<file path="src/rtl/grid_line_of_sight_ray_march_macros.svh">
// ----------------------------------------------------------------------------
// Assertion macros for the grid line-of-sight ray march
// Shared concurrent assertion forms, clocked on clk and disabled in reset.
// ----------------------------------------------------------------------------
`ifndef GRID_LINE_OF_SIGHT_RAY_MARCH_MACROS_SVH
`define GRID_LINE_OF_SIGHT_RAY_MARCH_MACROS_SVH

// A property that must hold at every clock edge outside reset.
`define GLOS_ASSERT(lbl, prop, msg) \
  lbl: assert property (@(posedge clk) disable iff (!rst_n) (prop)) else $error(msg);

// An antecedent that must be followed by a consequent in the same cycle.
`define GLOS_IMPLY(lbl, ante, cons, msg) \
  `GLOS_ASSERT(lbl, (ante) |-> (cons), msg)

`endif

</file>
<file path="src/rtl/glos_pkg.sv">
// ----------------------------------------------------------------------------
// glos_pkg
// Types, constants and helper functions shared by the ray march modules.
// ----------------------------------------------------------------------------
package glos_pkg;

  // Grid geometry.
  localparam int MAX_DIM   = 32;
  localparam int DIM_W     = $clog2(MAX_DIM + 1);
  localparam int IDX_W     = $clog2(MAX_DIM);
  localparam int MAP_DEPTH = MAX_DIM * MAX_DIM;
  localparam int ADDR_W    = $clog2(MAP_DEPTH);

  // Field and position widths. A position is a start plus at most one step
  // beyond an in-grid cell, so two extra bits keep it from wrapping.
  localparam int FLD_W = 7;
  localparam int POS_W = FLD_W + 2;

  // Configuration port.
  localparam int CFG_W     = 6;
  localparam int CFG_IDX_W = 1;
  localparam int CFG_RESET = 32;

  // Command queue.
  localparam int QDEPTH = 2;
  localparam int QPTR_W = 1;
  localparam int QCNT_W = 2;

  typedef enum logic [CFG_IDX_W-1:0] {
    CFG_HEIGHT = 1'b0,
    CFG_WIDTH  = 1'b1
  } cfg_idx_t;

  typedef enum logic {
    OP_WRITE = 1'b0,
    OP_QUERY = 1'b1
  } op_t;

  typedef enum logic [1:0] {
    ST_IDLE  = 2'd0,
    ST_CHECK = 2'd1,
    ST_WAIT  = 2'd2
  } back_state_t;

  // Effective grid size seen by the front and back.
  typedef struct packed {
    logic [DIM_W-1:0] height;
    logic [DIM_W-1:0] width;
  } dims_t;

  // One classified item as it travels through the queue.
  typedef struct packed {
    op_t                      op;
    logic signed [FLD_W-1:0]  row;
    logic signed [FLD_W-1:0]  col;
    logic signed [FLD_W-1:0]  step_row;
    logic signed [FLD_W-1:0]  step_col;
    logic                     tbit;
  } cmd_t;

  // Clamp a size register to the map's capacity.
  function automatic logic [DIM_W-1:0] eff_dim(logic [CFG_W-1:0] d);
    logic [DIM_W-1:0] res;
    if (int'(d) > MAX_DIM) begin
      res = DIM_W'(MAX_DIM);
    end else begin
      res = DIM_W'(d);
    end
    return res;
  endfunction

  // True when a position lies inside the rows and columns in use.
  function automatic logic in_grid(logic signed [POS_W-1:0] r,
                                   logic signed [POS_W-1:0] c,
                                   dims_t d);
    logic signed [POS_W-1:0] hs;
    logic signed [POS_W-1:0] ws;
    hs = POS_W'(d.height);
    ws = POS_W'(d.width);
    return !r[POS_W-1] && (r < hs) && !c[POS_W-1] && (c < ws);
  endfunction

  // Map address of an in-grid cell.
  function automatic logic [ADDR_W-1:0] map_addr(logic signed [POS_W-1:0] r,
                                                 logic signed [POS_W-1:0] c);
    logic [ADDR_W-1:0] base;
    base = ADDR_W'(ADDR_W'(r[IDX_W-1:0]) * ADDR_W'(MAX_DIM));
    return ADDR_W'(base + ADDR_W'(c[IDX_W-1:0]));
  endfunction

endpackage

</file>
<file path="src/rtl/glos_front.sv">
// ----------------------------------------------------------------------------
// glos_front
// Accepts input items, drops writes outside the grid and queues the rest.
// ----------------------------------------------------------------------------
module glos_front (
  input  logic                            in_valid,
  output logic                            in_ready,
  input  logic                            in_operation,
  input  logic signed [glos_pkg::FLD_W-1:0] in_row_pos,
  input  logic signed [glos_pkg::FLD_W-1:0] in_col_pos,
  input  logic signed [glos_pkg::FLD_W-1:0] in_step_row,
  input  logic signed [glos_pkg::FLD_W-1:0] in_step_col,
  input  logic                            in_target_bit,
  input  glos_pkg::dims_t                 dims,
  input  logic                            q_full,
  output logic                            q_push,
  output glos_pkg::cmd_t                  q_cmd
);
  import glos_pkg::*;

  logic xfer;
  logic cell_ok;

  // An item transfers whenever the queue has room.
  assign in_ready = !q_full;
  assign xfer     = in_valid && in_ready;

  // A write to a cell outside the grid is dropped here.
  assign cell_ok = in_grid(POS_W'(in_row_pos), POS_W'(in_col_pos), dims);

  always_comb begin
    q_cmd.op       = op_t'(in_operation);
    q_cmd.row      = in_row_pos;
    q_cmd.col      = in_col_pos;
    q_cmd.step_row = in_step_row;
    q_cmd.step_col = in_step_col;
    q_cmd.tbit     = in_target_bit;
  end

  assign q_push = xfer && ((op_t'(in_operation) == OP_QUERY) || cell_ok);

endmodule

</file>
<file path="src/rtl/glos_queue.sv">
// ----------------------------------------------------------------------------
// glos_queue
// Short first-in first-out queue of commands between the front and back.
// ----------------------------------------------------------------------------
`include "grid_line_of_sight_ray_march_macros.svh"

module glos_queue (
  input  logic           clk,
  input  logic           rst_n,
  input  logic           push,
  input  glos_pkg::cmd_t push_cmd,
  output logic           full,
  input  logic           pop,
  output glos_pkg::cmd_t pop_cmd,
  output logic           empty
);
  import glos_pkg::*;

  cmd_t              entry_r [QDEPTH];
  logic [QPTR_W-1:0] wr_ptr_r;
  logic [QPTR_W-1:0] wr_ptr_nxt;
  logic [QPTR_W-1:0] rd_ptr_r;
  logic [QPTR_W-1:0] rd_ptr_nxt;
  logic [QCNT_W-1:0] cnt_r;
  logic [QCNT_W-1:0] cnt_nxt;

  assign full    = (cnt_r == QCNT_W'(QDEPTH));
  assign empty   = (cnt_r == '0);
  assign pop_cmd = entry_r[rd_ptr_r];

  // Pointer and count updates.
  always_comb begin
    wr_ptr_nxt = wr_ptr_r;
    rd_ptr_nxt = rd_ptr_r;
    cnt_nxt    = cnt_r;
    if (push) begin
      wr_ptr_nxt = (wr_ptr_r == QPTR_W'(QDEPTH - 1)) ? '0 : QPTR_W'(wr_ptr_r + 1'b1);
    end
    if (pop) begin
      rd_ptr_nxt = (rd_ptr_r == QPTR_W'(QDEPTH - 1)) ? '0 : QPTR_W'(rd_ptr_r + 1'b1);
    end
    if (push && !pop) begin
      cnt_nxt = QCNT_W'(cnt_r + 1'b1);
    end else if (pop && !push) begin
      cnt_nxt = QCNT_W'(cnt_r - 1'b1);
    end
  end

  always_ff @(posedge clk) begin
    if (!rst_n) begin
      wr_ptr_r <= '0;
      rd_ptr_r <= '0;
      cnt_r    <= '0;
    end else begin
      wr_ptr_r <= wr_ptr_nxt;
      rd_ptr_r <= rd_ptr_nxt;
      cnt_r    <= cnt_nxt;
    end
  end

  // Entry storage needs no reset.
  always_ff @(posedge clk) begin
    if (push) begin
      entry_r[wr_ptr_r] <= push_cmd;
    end
  end

  `GLOS_ASSERT(a_cnt_bound, cnt_r <= QCNT_W'(QDEPTH), "queue count exceeds depth")
  `GLOS_ASSERT(a_no_overflow, !(push && full), "push into a full queue")
  `GLOS_ASSERT(a_no_underflow, !(pop && empty), "pop from an empty queue")

endmodule

</file>
<file path="src/rtl/glos_back.sv">
// ----------------------------------------------------------------------------
// glos_back
// Executes queued commands: writes map bits and marches query rays.
// ----------------------------------------------------------------------------
`include "grid_line_of_sight_ray_march_macros.svh"

module glos_back (
  input  logic           clk,
  input  logic           rst_n,
  input  glos_pkg::dims_t dims,
  input  logic           q_empty,
  input  glos_pkg::cmd_t q_cmd,
  output logic           q_pop,
  output logic           out_valid,
  input  logic           out_ready,
  output logic           out_sees_target
);
  import glos_pkg::*;

  back_state_t state_r;
  back_state_t state_nxt;

  // Ray registers.
  logic signed [POS_W-1:0] row_r;
  logic signed [POS_W-1:0] col_r;
  logic signed [FLD_W-1:0] drow_r;
  logic signed [FLD_W-1:0] dcol_r;
  logic                    moving_r;

  // Target map with one write and one registered read port.
  logic                    map_r [MAP_DEPTH];
  logic                    rd_bit_r;

  logic                    out_valid_r;
  logic                    out_hit_r;

  // Control decoded from the state.
  logic                    slot_free;
  logic                    pos_in;
  logic                    load;
  logic                    advance;
  logic                    map_we;
  logic                    rd_en;
  logic                    finish;
  logic                    hit;
  logic [ADDR_W-1:0]       wr_addr;
  logic [ADDR_W-1:0]       rd_addr;

  assign slot_free = !out_valid_r || out_ready;
  assign pos_in    = in_grid(row_r, col_r, dims);
  assign wr_addr   = map_addr(POS_W'(q_cmd.row), POS_W'(q_cmd.col));
  assign rd_addr   = map_addr(row_r, col_r);

  // Next state.
  always_comb begin
    state_nxt = state_r;
    unique case (state_r)
      ST_IDLE: begin
        if (!q_empty && (q_cmd.op == OP_QUERY)) begin
          state_nxt = ST_CHECK;
        end
      end
      ST_CHECK: begin
        if (pos_in) begin
          state_nxt = ST_WAIT;
        end else if (slot_free) begin
          state_nxt = ST_IDLE;
        end
      end
      ST_WAIT: begin
        if (rd_bit_r || !moving_r) begin
          if (slot_free) begin
            state_nxt = ST_IDLE;
          end
        end else begin
          state_nxt = ST_CHECK;
        end
      end
      default: state_nxt = ST_IDLE;
    endcase
  end

  // Control outputs.
  always_comb begin
    q_pop   = 1'b0;
    load    = 1'b0;
    map_we  = 1'b0;
    rd_en   = 1'b0;
    advance = 1'b0;
    finish  = 1'b0;
    hit     = 1'b0;
    unique case (state_r)
      ST_IDLE: begin
        if (!q_empty) begin
          q_pop  = 1'b1;
          load   = (q_cmd.op == OP_QUERY);
          map_we = (q_cmd.op == OP_WRITE);
        end
      end
      ST_CHECK: begin
        if (pos_in) begin
          rd_en = 1'b1;
        end else begin
          finish = slot_free;
        end
      end
      ST_WAIT: begin
        if (rd_bit_r || !moving_r) begin
          finish = slot_free;
          hit    = rd_bit_r;
        end else begin
          advance = 1'b1;
        end
      end
      default: begin
      end
    endcase
  end

  always_ff @(posedge clk) begin
    if (!rst_n) begin
      state_r     <= ST_IDLE;
      out_valid_r <= 1'b0;
    end else begin
      state_r <= state_nxt;
      if (finish) begin
        out_valid_r <= 1'b1;
      end else if (out_ready) begin
        out_valid_r <= 1'b0;
      end
    end
  end

  // Ray position: the first step is taken at load time.
  always_ff @(posedge clk) begin
    if (load) begin
      row_r    <= POS_W'(POS_W'(q_cmd.row) + POS_W'(q_cmd.step_row));
      col_r    <= POS_W'(POS_W'(q_cmd.col) + POS_W'(q_cmd.step_col));
      drow_r   <= q_cmd.step_row;
      dcol_r   <= q_cmd.step_col;
      moving_r <= (q_cmd.step_row != '0) || (q_cmd.step_col != '0);
    end else if (advance) begin
      row_r <= POS_W'(row_r + POS_W'(drow_r));
      col_r <= POS_W'(col_r + POS_W'(dcol_r));
    end
    if (finish) begin
      out_hit_r <= hit;
    end
  end

  // Map memory.
  always_ff @(posedge clk) begin
    if (map_we) begin
      map_r[wr_addr] <= q_cmd.tbit;
    end
    if (rd_en) begin
      rd_bit_r <= map_r[rd_addr];
    end
  end

  assign out_valid       = out_valid_r;
  assign out_sees_target = out_hit_r;

  `GLOS_ASSERT(a_no_overwrite, !(finish && out_valid_r && !out_ready),
               "result finished while output still occupied")
  `GLOS_IMPLY(a_wait_after_read, (state_r == ST_WAIT) && ($past(state_r) != ST_WAIT),
              $past(rd_en), "wait state entered without a map read")
  `GLOS_IMPLY(a_pop_in_idle, q_pop, state_r == ST_IDLE, "queue popped outside idle")
  `GLOS_IMPLY(a_read_in_grid, rd_en, pos_in, "map read outside the grid")

endmodule

</file>
<file path="src/rtl/grid_line_of_sight_ray_march.sv">
// Map writes pass through the command queue and are stored when the engine pops them
// in its idle state. A query loads its start plus one step, then reads and tests each
// in-grid cell in turn; the result is offered when the ray stops on a cell it read or
// leaves the grid. The engine pops one write per cycle while idle; a query keeps it
// busy in the read-then-test loop on the single map read port until it is answered.
// Reset (rst_n, synchronous, active low) empties the queue, drops any result and
// sets both grid sizes to 32; the target map is not cleared.
// ----------------------------------------------------------------------------
// grid_line_of_sight_ray_march
// Top level: size registers, front classifier, command queue and ray engine.
// ----------------------------------------------------------------------------
module grid_line_of_sight_ray_march (
  input  logic                                clk,
  input  logic                                rst_n,
  input  logic                                in_valid,
  output logic                                in_ready,
  input  logic                                in_operation,
  input  logic signed [glos_pkg::FLD_W-1:0]   in_row_pos,
  input  logic signed [glos_pkg::FLD_W-1:0]   in_col_pos,
  input  logic signed [glos_pkg::FLD_W-1:0]   in_step_row,
  input  logic signed [glos_pkg::FLD_W-1:0]   in_step_col,
  input  logic                                in_target_bit,
  output logic                                out_valid,
  input  logic                                out_ready,
  output logic                                out_sees_target,
  input  logic                                cfg_wr_en,
  input  logic [glos_pkg::CFG_IDX_W-1:0]      cfg_index,
  input  logic [glos_pkg::CFG_W-1:0]          cfg_data
);
  import glos_pkg::*;

  logic [CFG_W-1:0] grid_height_r;
  logic [CFG_W-1:0] grid_width_r;
  dims_t            dims;

  logic             q_full;
  logic             q_empty;
  logic             q_push;
  logic             q_pop;
  cmd_t             push_cmd;
  cmd_t             pop_cmd;

  // Size registers.
  always_ff @(posedge clk) begin
    if (!rst_n) begin
      grid_height_r <= CFG_W'(CFG_RESET);
      grid_width_r  <= CFG_W'(CFG_RESET);
    end else if (cfg_wr_en) begin
      unique case (cfg_idx_t'(cfg_index))
        CFG_HEIGHT: grid_height_r <= cfg_data;
        CFG_WIDTH:  grid_width_r  <= cfg_data;
        default: begin
        end
      endcase
    end
  end

  // Sizes above the map capacity act as the capacity.
  assign dims.height = eff_dim(grid_height_r);
  assign dims.width  = eff_dim(grid_width_r);

  glos_front u_front (
    .in_valid      (in_valid),
    .in_ready      (in_ready),
    .in_operation  (in_operation),
    .in_row_pos    (in_row_pos),
    .in_col_pos    (in_col_pos),
    .in_step_row   (in_step_row),
    .in_step_col   (in_step_col),
    .in_target_bit (in_target_bit),
    .dims          (dims),
    .q_full        (q_full),
    .q_push        (q_push),
    .q_cmd         (push_cmd)
  );

  glos_queue u_queue (
    .clk      (clk),
    .rst_n    (rst_n),
    .push     (q_push),
    .push_cmd (push_cmd),
    .full     (q_full),
    .pop      (q_pop),
    .pop_cmd  (pop_cmd),
    .empty    (q_empty)
  );

  glos_back u_back (
    .clk             (clk),
    .rst_n           (rst_n),
    .dims            (dims),
    .q_empty         (q_empty),
    .q_cmd           (pop_cmd),
    .q_pop           (q_pop),
    .out_valid       (out_valid),
    .out_ready       (out_ready),
    .out_sees_target (out_sees_target)
  );

endmodule

</file>
<file path="config.mk">
export PLATFORM = sky130hd
export DESIGN_NAME = grid_line_of_sight_ray_march
export DESIGN_NICKNAME = d
export VERILOG_FILES = /design/src/rtl/glos_pkg.sv /design/src/rtl/glos_front.sv /design/src/rtl/glos_queue.sv /design/src/rtl/glos_back.sv /design/src/rtl/grid_line_of_sight_ray_march.sv
export VERILOG_INCLUDE_DIRS = /design/src /design/src/rtl
export SDC_FILE = /design/constraint.sdc
export NUM_CORES = 2
export LEC_CHECK = 0
export BUFFER_PORTS_ARGS = -buffer_cell sky130_fd_sc_hd__buf_2
export CORE_MARGIN = 5
export CORE_UTILIZATION = 25
export CTS_BUF_LIST = sky130_fd_sc_hd__clkbuf_16
export DETAILED_ROUTE_END_ITERATION = 8
export GPL_TIMING_DRIVEN = 0
export PLACE_DENSITY_LB_ADDON = 0.1
export SYNTH_ARGS = -nofsm -noshare
export SYNTH_HDL_FRONTEND = slang
export SYNTH_SLANG_ARGS = --single-unit
</file>
<file path="constraint.sdc">
create_clock -name clk -period 25 [get_ports clk]
set_clock_uncertainty 0.1 [all_clocks]
set_input_delay 1.25 -clock clk [delete_from_list [all_inputs] [get_ports clk]]
set_output_delay 1.25 -clock clk [all_outputs]
set_load 0.05 [all_outputs]
</file>
# After elaboration in Yosys (flattened, before gate mapping)
# Memory sizes are Yosys's and may differ from the RTL's. A register that Yosys moved wholly into a read port is not among the register bits.
# Cells that the tools add are included.
totals:
  reg_bits: 53
  ram_bits: 1084
  in_bits: 42
  output_inout_bits: 3
  elab_cells: 108
  memories: 2
classes:
  addsub: 10
  n_lt_le_gt_ge: 6
  n_eq_ne: 4
  muxes: 36
  n_bitwise: 2
  reduce_logical: 35
memory_table:
  columns: ["name", "words", "word_bits", "read_ports", "rd_clocked_by_memory_dff", "wr", "line_no", "text"]
  rows:
  - ["u_back.map_r", 1024, 1, 1, 1, 1, "glos_back.sv:31", "logic map_r [MAP_DEPTH];"]
  - ["u_queue.entry_r", 2, 30, 1, 1, 1, "glos_queue.sv:19", "cmd_t entry_r [QDEPTH];"]
ops:
  columns: ["cell", "n"]
  rows:
  - ["9-bit 2-to-1 mux", 4]
  - ["1-bit 2-to-1 mux", 22]
  - ["10-bit by 5-bit adder with 10-bit output", 2]
  - ["9-bit by 7-bit adder with 9-bit output", 2]
  - ["9-bit by 7-bit less-than comparator with 1-bit output", 2]
  - ["7-bit by 7-bit adder with 8-bit output", 2]
  - ["7-bit less-than comparator", 2]
  - ["7-bit nonzero test", 2]
  - ["6-bit greater-than comparator (second input constant)", 2]
  - ["2-bit 2-to-1 mux", 6]
  - ["6-bit 2-to-1 mux", 2]
  - ["1-bit logical AND", 11]
  - ["1-bit logical NOT", 10]
  - ["2-bit case mux with 3 select lines", 1]
  - ["2-bit AND reduction", 3]
  - ["2-bit nonzero test", 3]
  - ["2-bit equality test (second input constant)", 2]
  - ["2-bit logical NOT", 2]
  - ["1-bit logical OR", 4]
  - ["1-bit adder (second input constant)", 2]
  - ["2-bit by 1-bit adder with 2-bit output (second input constant)", 1]
  - ["2-bit by 1-bit equality test with 1-bit output (second input constant)", 1]
  - ["2-bit by 1-bit != test with 1-bit output (second input constant)", 1]
  - ["1-bit NOT", 2]
  - ["2 further kinds", 2]

# Longest topological paths before layout
depth:
  word_depth: 12
  ltp_mapped: 15
  mapped_depth_nobuf: 13

# Cells and area by module
# From an unflattened synthesis, not the netlist that was laid out.
unflattened:
  cells_unflattened: 3602
  hier_area_um2: 50699.9
by_module_without_submodules:
  columns: ["mod", "n_inst", "cells_per_inst", "area_per_inst_um2", "seq_area_each_um2"]
  rows:
  - ["glos_back", 1, 3357, 47249.1, 31860.6]
  - ["glos_queue", 1, 115, 2373.5, 1901.8]
  - ["grid_line_of_sight_ray_march", 1, 61, 561.8, 240.2]
  - ["glos_front", 1, 69, 515.5, 0.0]

# Worst setup path before layout
# OpenSTA, ideal clock, no wires.
synth_timing:
  path_kind: "register to register"
  start: "register with a tool-made name"
  end: "memory u_back.map_r[0] (data pin)"
  setup_ns: 1.622
  arrival_ns: 8.279
  required_time_ns: 23.278
  setup_slack_ns: 14.999
  path_stages_with_launch: 5
  n_path_buf: 3
  synth_period_minus_slack_ns: 10.001
  cell_sequence: "dfxtp_1 -> buf_2 -> clkbuf_1 -> clkbuf_1 -> mux2_2"
synth_lines:
  columns: ["item", "line_no"]
  rows:
  - ["end: declaration", "glos_back.sv:31"]

# Final worst setup path
layout_timing:
  start: "register u_back.col_r[2]"
  end: "register u_back.rd_bit_r (read register of u_back.map_r) (data pin)"
layout_via:
  elab_chain_cells: 4
  word_cells_on_any_way: 5
layout_rtl:
  columns: ["item", "line_no", "text"]
  rows:
  - ["start: declaration", "glos_back.sv:25", "logic signed [POS_W-1:0] col_r;"]
  - ["start signal: assignment", "glos_back.sv:138", "col_r <= POS_W'(POS_W'(q_cmd.col) + POS_W'(q_cmd.step_col));"]
  - ["start signal: assignment", "glos_back.sv:144", "col_r <= POS_W'(col_r + POS_W'(dcol_r));"]
  - ["9-bit by 7-bit less-than comparator with 1-bit output", "glos_pkg.sv:80", "return !r[POS_W-1] && (r < hs) && !c[POS_W-1] && (c < ws);"]
  - ["1-bit logical AND", "glos_pkg.sv:80", null]
  - ["1-bit 2-to-1 mux", "glos_back.sv:101", "if (pos_in) begin"]
  - ["1-bit 2-to-1 mux", "glos_back.sv:92", "unique case (state_r)"]
  - ["end: declaration", "glos_back.sv:32", "logic rd_bit_r;"]
# Several ways; a longest one is shown, not always the timed one.
# A chain may end at the register's enable or synchronous reset.

==> parameters.txt <==
Parameter                              Value

Status
  Result of the run ... finished, violations left
  Failing checks ... max-capacitance violations, max-slew violations

Route
  Detailed-route via count ... roughly 32000
  Final WL ... about 220000 um
  Pre-Repair DR Iteration Count ... 5
  Post-DR wirelength/cell ... about 33 um
  Via-to-Cell Ratio ... between 4 and 5
  Starting DRT DRC Count ... approximately 3800
  Detailed-route DRC error count ... 0
  Number of nets with antenna violations after detailed routing ... 0

Clock network
  Hold buffer count at cts ... 0
  Post-CTS sizing ... 0
  CTS tree ... yes
  Count of clock tree sinks ... approximately 1100
  Number of buffers added for setup after CTS ... 0
  Latest clock arrival within the worst-skew pair ... 0.78 ns
  Clock transition at path regs ... around 0.060 ns
  CTS H-Tree Depth ... 4
  Clock buffer count from CTS ... roughly 140
  Root Buffer ... clkbuf_16
  Deepest clock path buffer count ... 3

Critical path
  Crit path DAT ... 6.67 ns
  Worst EP required ... 25.40 ns
  Worst r2r path cells ... 10
  Startpoint type of the worst setup path ... register
  Largest stage delay on the critical path ... between 1 and 1.5 ns
  Cell occurring most often along the worst timing path ... buf_2
  CP max FO ... 10
  Critical-path top delay cell ... clkbuf_1
  Crit path cell chain ... buf_2 -> buf_1 -> and2_1 -> buf_2 -> clkbuf_1 -> a21oi_1 -> nand3_1 -> o2111ai_1 -> nor4_1 -> a311o_1
  Crit end category ... register
  Path type of the worst setup path ... reg2reg

Cells and area
  Most frequent cells in the layout ... edfxtp_1, nor2_1, mux4_2
  Total non-filler cell area in the finished layout ... 58600 sq um
  Layout overhead on the synthesized area ... 16.2%
  Layout cells sized above 1 ... between 10% and 20%
  Commonest non-fill, non-tap cell in the layout ... edfxtp_1
  Number of nets in the final layout ... a little under 4000

Min path
  Number of cells on the worst hold path ... 2
  Path type of the worst min-delay path ... reg2reg

Synth
  Synthesized instance count ... roughly 3600
  Synthesized-area fraction occupied by ao, oa, aoi and oai cells ... about 3.8%
  Fraction of the mapped netlist area in simple logic gates ... a little over a tenth
  Xor/xnor share of the synthesized area ... less than 1%
  Number of synthesized flops with an enable pin ... between 1000 and 1500
  Proportion of synthesized area in mux cells ... about 13%
  Average cell area after synthesis ... 14.1 sq um
  Number of register bits inferred by synthesis ... ~1100
  Sequential-to-total area share from yosys stat ... a little under 70%
  Number of synthesis warnings ... 0
  Net Count, Synth ... between 3000 and 4000
  Synth Area in Adders ... about 1.5%
  Most frequently used flop master after synthesis ... edfxtp_1
  Async S/R FF share, synth ... 0%
  Post-synthesis instance area ... a little over 50000 sq um
  Count of unique library cells instantiated by Yosys ... 73
  Largest family of logic cells by synthesized area ... multiplexers

STA
  Worst slew margin relative to its limit ... -1.68%
  Fin crit share ... between 20 and 30%
  Number of setup violations in the final report ... 0
  Count of pins over their slew limit ... 11
  Setup_tns ... 0 ns
  Shortest clock period the worst path allows after layout ... between 6 and 7 ns
  Endpoints failing hold ... 0
  Worst-case setup margin in the final layout ... 18.73 ns
  Unrepaired setup endpoints after global routing ... no
  Maximum achievable frequency ... between 150 and 200 MHz
  Slew of the pin with the lowest slew margin ... ~1.5 ns

Floorplanning
  Core footprint ... ~200000 sq um
  Initial core utilization ... between 20% and 30%
  I/O pin count ... between 40 and 50
  Die W ... approximately 460 um
  Die Ht ... roughly 460 um
  Number of rows in the core area ... ~170
  Area of the die ... around 210000 sq um

Flow run
  Max-cap check violation count ... 2

Place
  Routability Congestion ... 0.866
  Placement-stage worst setup slack ... 18.89 ns
  Final HPWL from detailed placement ... 144000 um
  Number of port buffers ... between 40 and 50
  Placed inst area ... 54500 sq um

Global route
  Number of global-route vias before repair ... 32500
  First-pass GRT wire length ... between 200000 and 300000 um
  Antenna violations before repair ... 18
  Global route total overflow ... 0
  Overall global routing resource usage ... about a fifth
  Pin count of the biggest net entering global routing ... between 150 and 200

Power and ir drop
  Overall power of the completed layout ... around 6 mW
  Power density relative to cell area ... slightly above 100 nW/um^2
  P_leak ... between 15 and 20 nW
  Peak VDD IR ... ~0.047 mV
==> worst paths after layout <==
path                                                   start                            to  slack (ns)
worst max-delay path               u_back.col_r[2]$_DFFE_PP_     u_back.rd_bit_r$_DFFE_PP_       18.73
worst min-delay path            grid_width_r[3]$_SDFFE_PN0P_  grid_width_r[3]$_SDFFE_PN0P_        0.37
worst max register to register     u_back.col_r[2]$_DFFE_PP_     u_back.rd_bit_r$_DFFE_PP_       18.73
worst min register to register  grid_width_r[3]$_SDFFE_PN0P_  grid_width_r[3]$_SDFFE_PN0P_        0.37
==> per-stage QoR <==
stage / std cells / hold slack (ns) / util (%)
global route: 6535 / 0.413 / 29.1
floorplan: 3567 / 0.344 / -
finish: 6539 / 0.367 / 29.1
global placement: 6281 / 0.358 / 26.8
detailed placement: 6297 / 0.363 / 27.0
CTS: 6533 / 0.371 / 29.1
==> critical path: cells and delay by family, from the launching register on <==
family	cells	cell delay [ns]
simple gates	3	1.45
flops	1	0.51
buf+inv	4	2.66
compound gates	3	1.22
==> flip-flops by register name (all words and copies together) (netlist names), 2 cells and up, named ones only <==
register / count
u_queue.entry_r: 60
u_back.dcol_r: 7
u_back.map_r: 1024
u_back.col_r: 9
grid_width_r: 6
u_back.drow_r: 7
u_back.row_r: 9
grid_height_r: 6
u_queue.cnt_r: 2
u_back.state_r: 2
==> power by group <==
| part | internal [mW] | switching [mW] | total [mW] |
|---|---|---|---|
| clock network | 1.08 | 0.834 | 1.91 |
| registers | 2.25 | 0.0423 | 2.30 |
| logic | 0.522 | 1.26 | 1.79 |
| total | 3.85 | 2.14 | 5.99 |
==> synth_stat cells (all sizes together), types with 4 or more instances <==
| cell | instances | share of area (%) |
|---|---|---|
| a2111oi | 7 | 0.12 |
| a211oi | 14 | 0.21 |
| a21boi | 6 | 0.089 |
| a21o | 17 | 0.25 |
| a21oi | 49 | 0.49 |
| a221oi | 7 | 0.13 |
| a22o | 12 | 0.21 |
| a22oi | 44 | 0.65 |
| a31oi | 14 | 0.17 |
| and2 | 15 | 0.19 |
| and3 | 5 | 0.062 |
| buf | 105 | 1.4 |
| clkbuf | 193 | 1.5 |
| dfxtp | 20 | 0.79 |
| edfxtp | 1119 | 67 |
| fa | 4 | 0.16 |
| ha | 55 | 1.4 |
| inv | 34 | 0.25 |
| mux2 | 26 | 0.58 |
| mux2i | 108 | 2.1 |
| mux4 | 221 | 10 |
| nand2 | 134 | 1.0 |
| nand2b | 13 | 0.16 |
| nand3 | 47 | 0.47 |
| nand3b | 4 | 0.060 |
| nand4 | 8 | 0.099 |
| nand4b | 4 | 0.069 |
| nor2 | 1081 | 8.0 |
| nor2b | 25 | 0.31 |
| nor3 | 13 | 0.14 |
| nor4 | 11 | 0.14 |
| o2111ai | 4 | 0.069 |
| o211ai | 5 | 0.074 |
| o21a | 5 | 0.074 |
| o21ai | 43 | 0.43 |
| o21bai | 6 | 0.089 |
| o221ai | 4 | 0.069 |
| o22a | 4 | 0.069 |
| o22ai | 16 | 0.20 |
| or3 | 4 | 0.050 |
| or3b | 6 | 0.10 |
| xnor2 | 14 | 0.24 |
| xor2 | 13 | 0.23 |
==> logic make-up (layout without fill, tap and decap cells) <==
logic type                 after synthesis  in the layout
DFF                                   1139           1139
other                                    0              6
buffers and inverters                  333            627
xor gates and xnor gates                27             27
and+or+nand+nor                       1377           1377
adders and majority gates               59             59
AOI/OAI and AO/OA                      277            277
muxes                                  355            355
==> layer usage <==
layer | track usage, % | routed length [um] | vias to the layer above
met4 | 6.06 | 6910 | 2
li1 | - | - | 13600
met1 | 27.5 | 94000 | 17200
met5 | 0 | 10 | -
met2 | 33.0 | 101000 | 1055
met3 | 3.29 | 13000 | 260
==> area by class of cell <==
type,count,area [sq um]
flip-flops and latches,1139,34000
inverters,35,131
repair buffers,58,571
fillers,20700,143000
multi-input cells,2095,14900
plain buffers,298,1480
well taps,2672,3340
clock inverters,93,568
diodes,6,15.0
clock buffers,143,3580
Power figures use the tool's default switching activity.
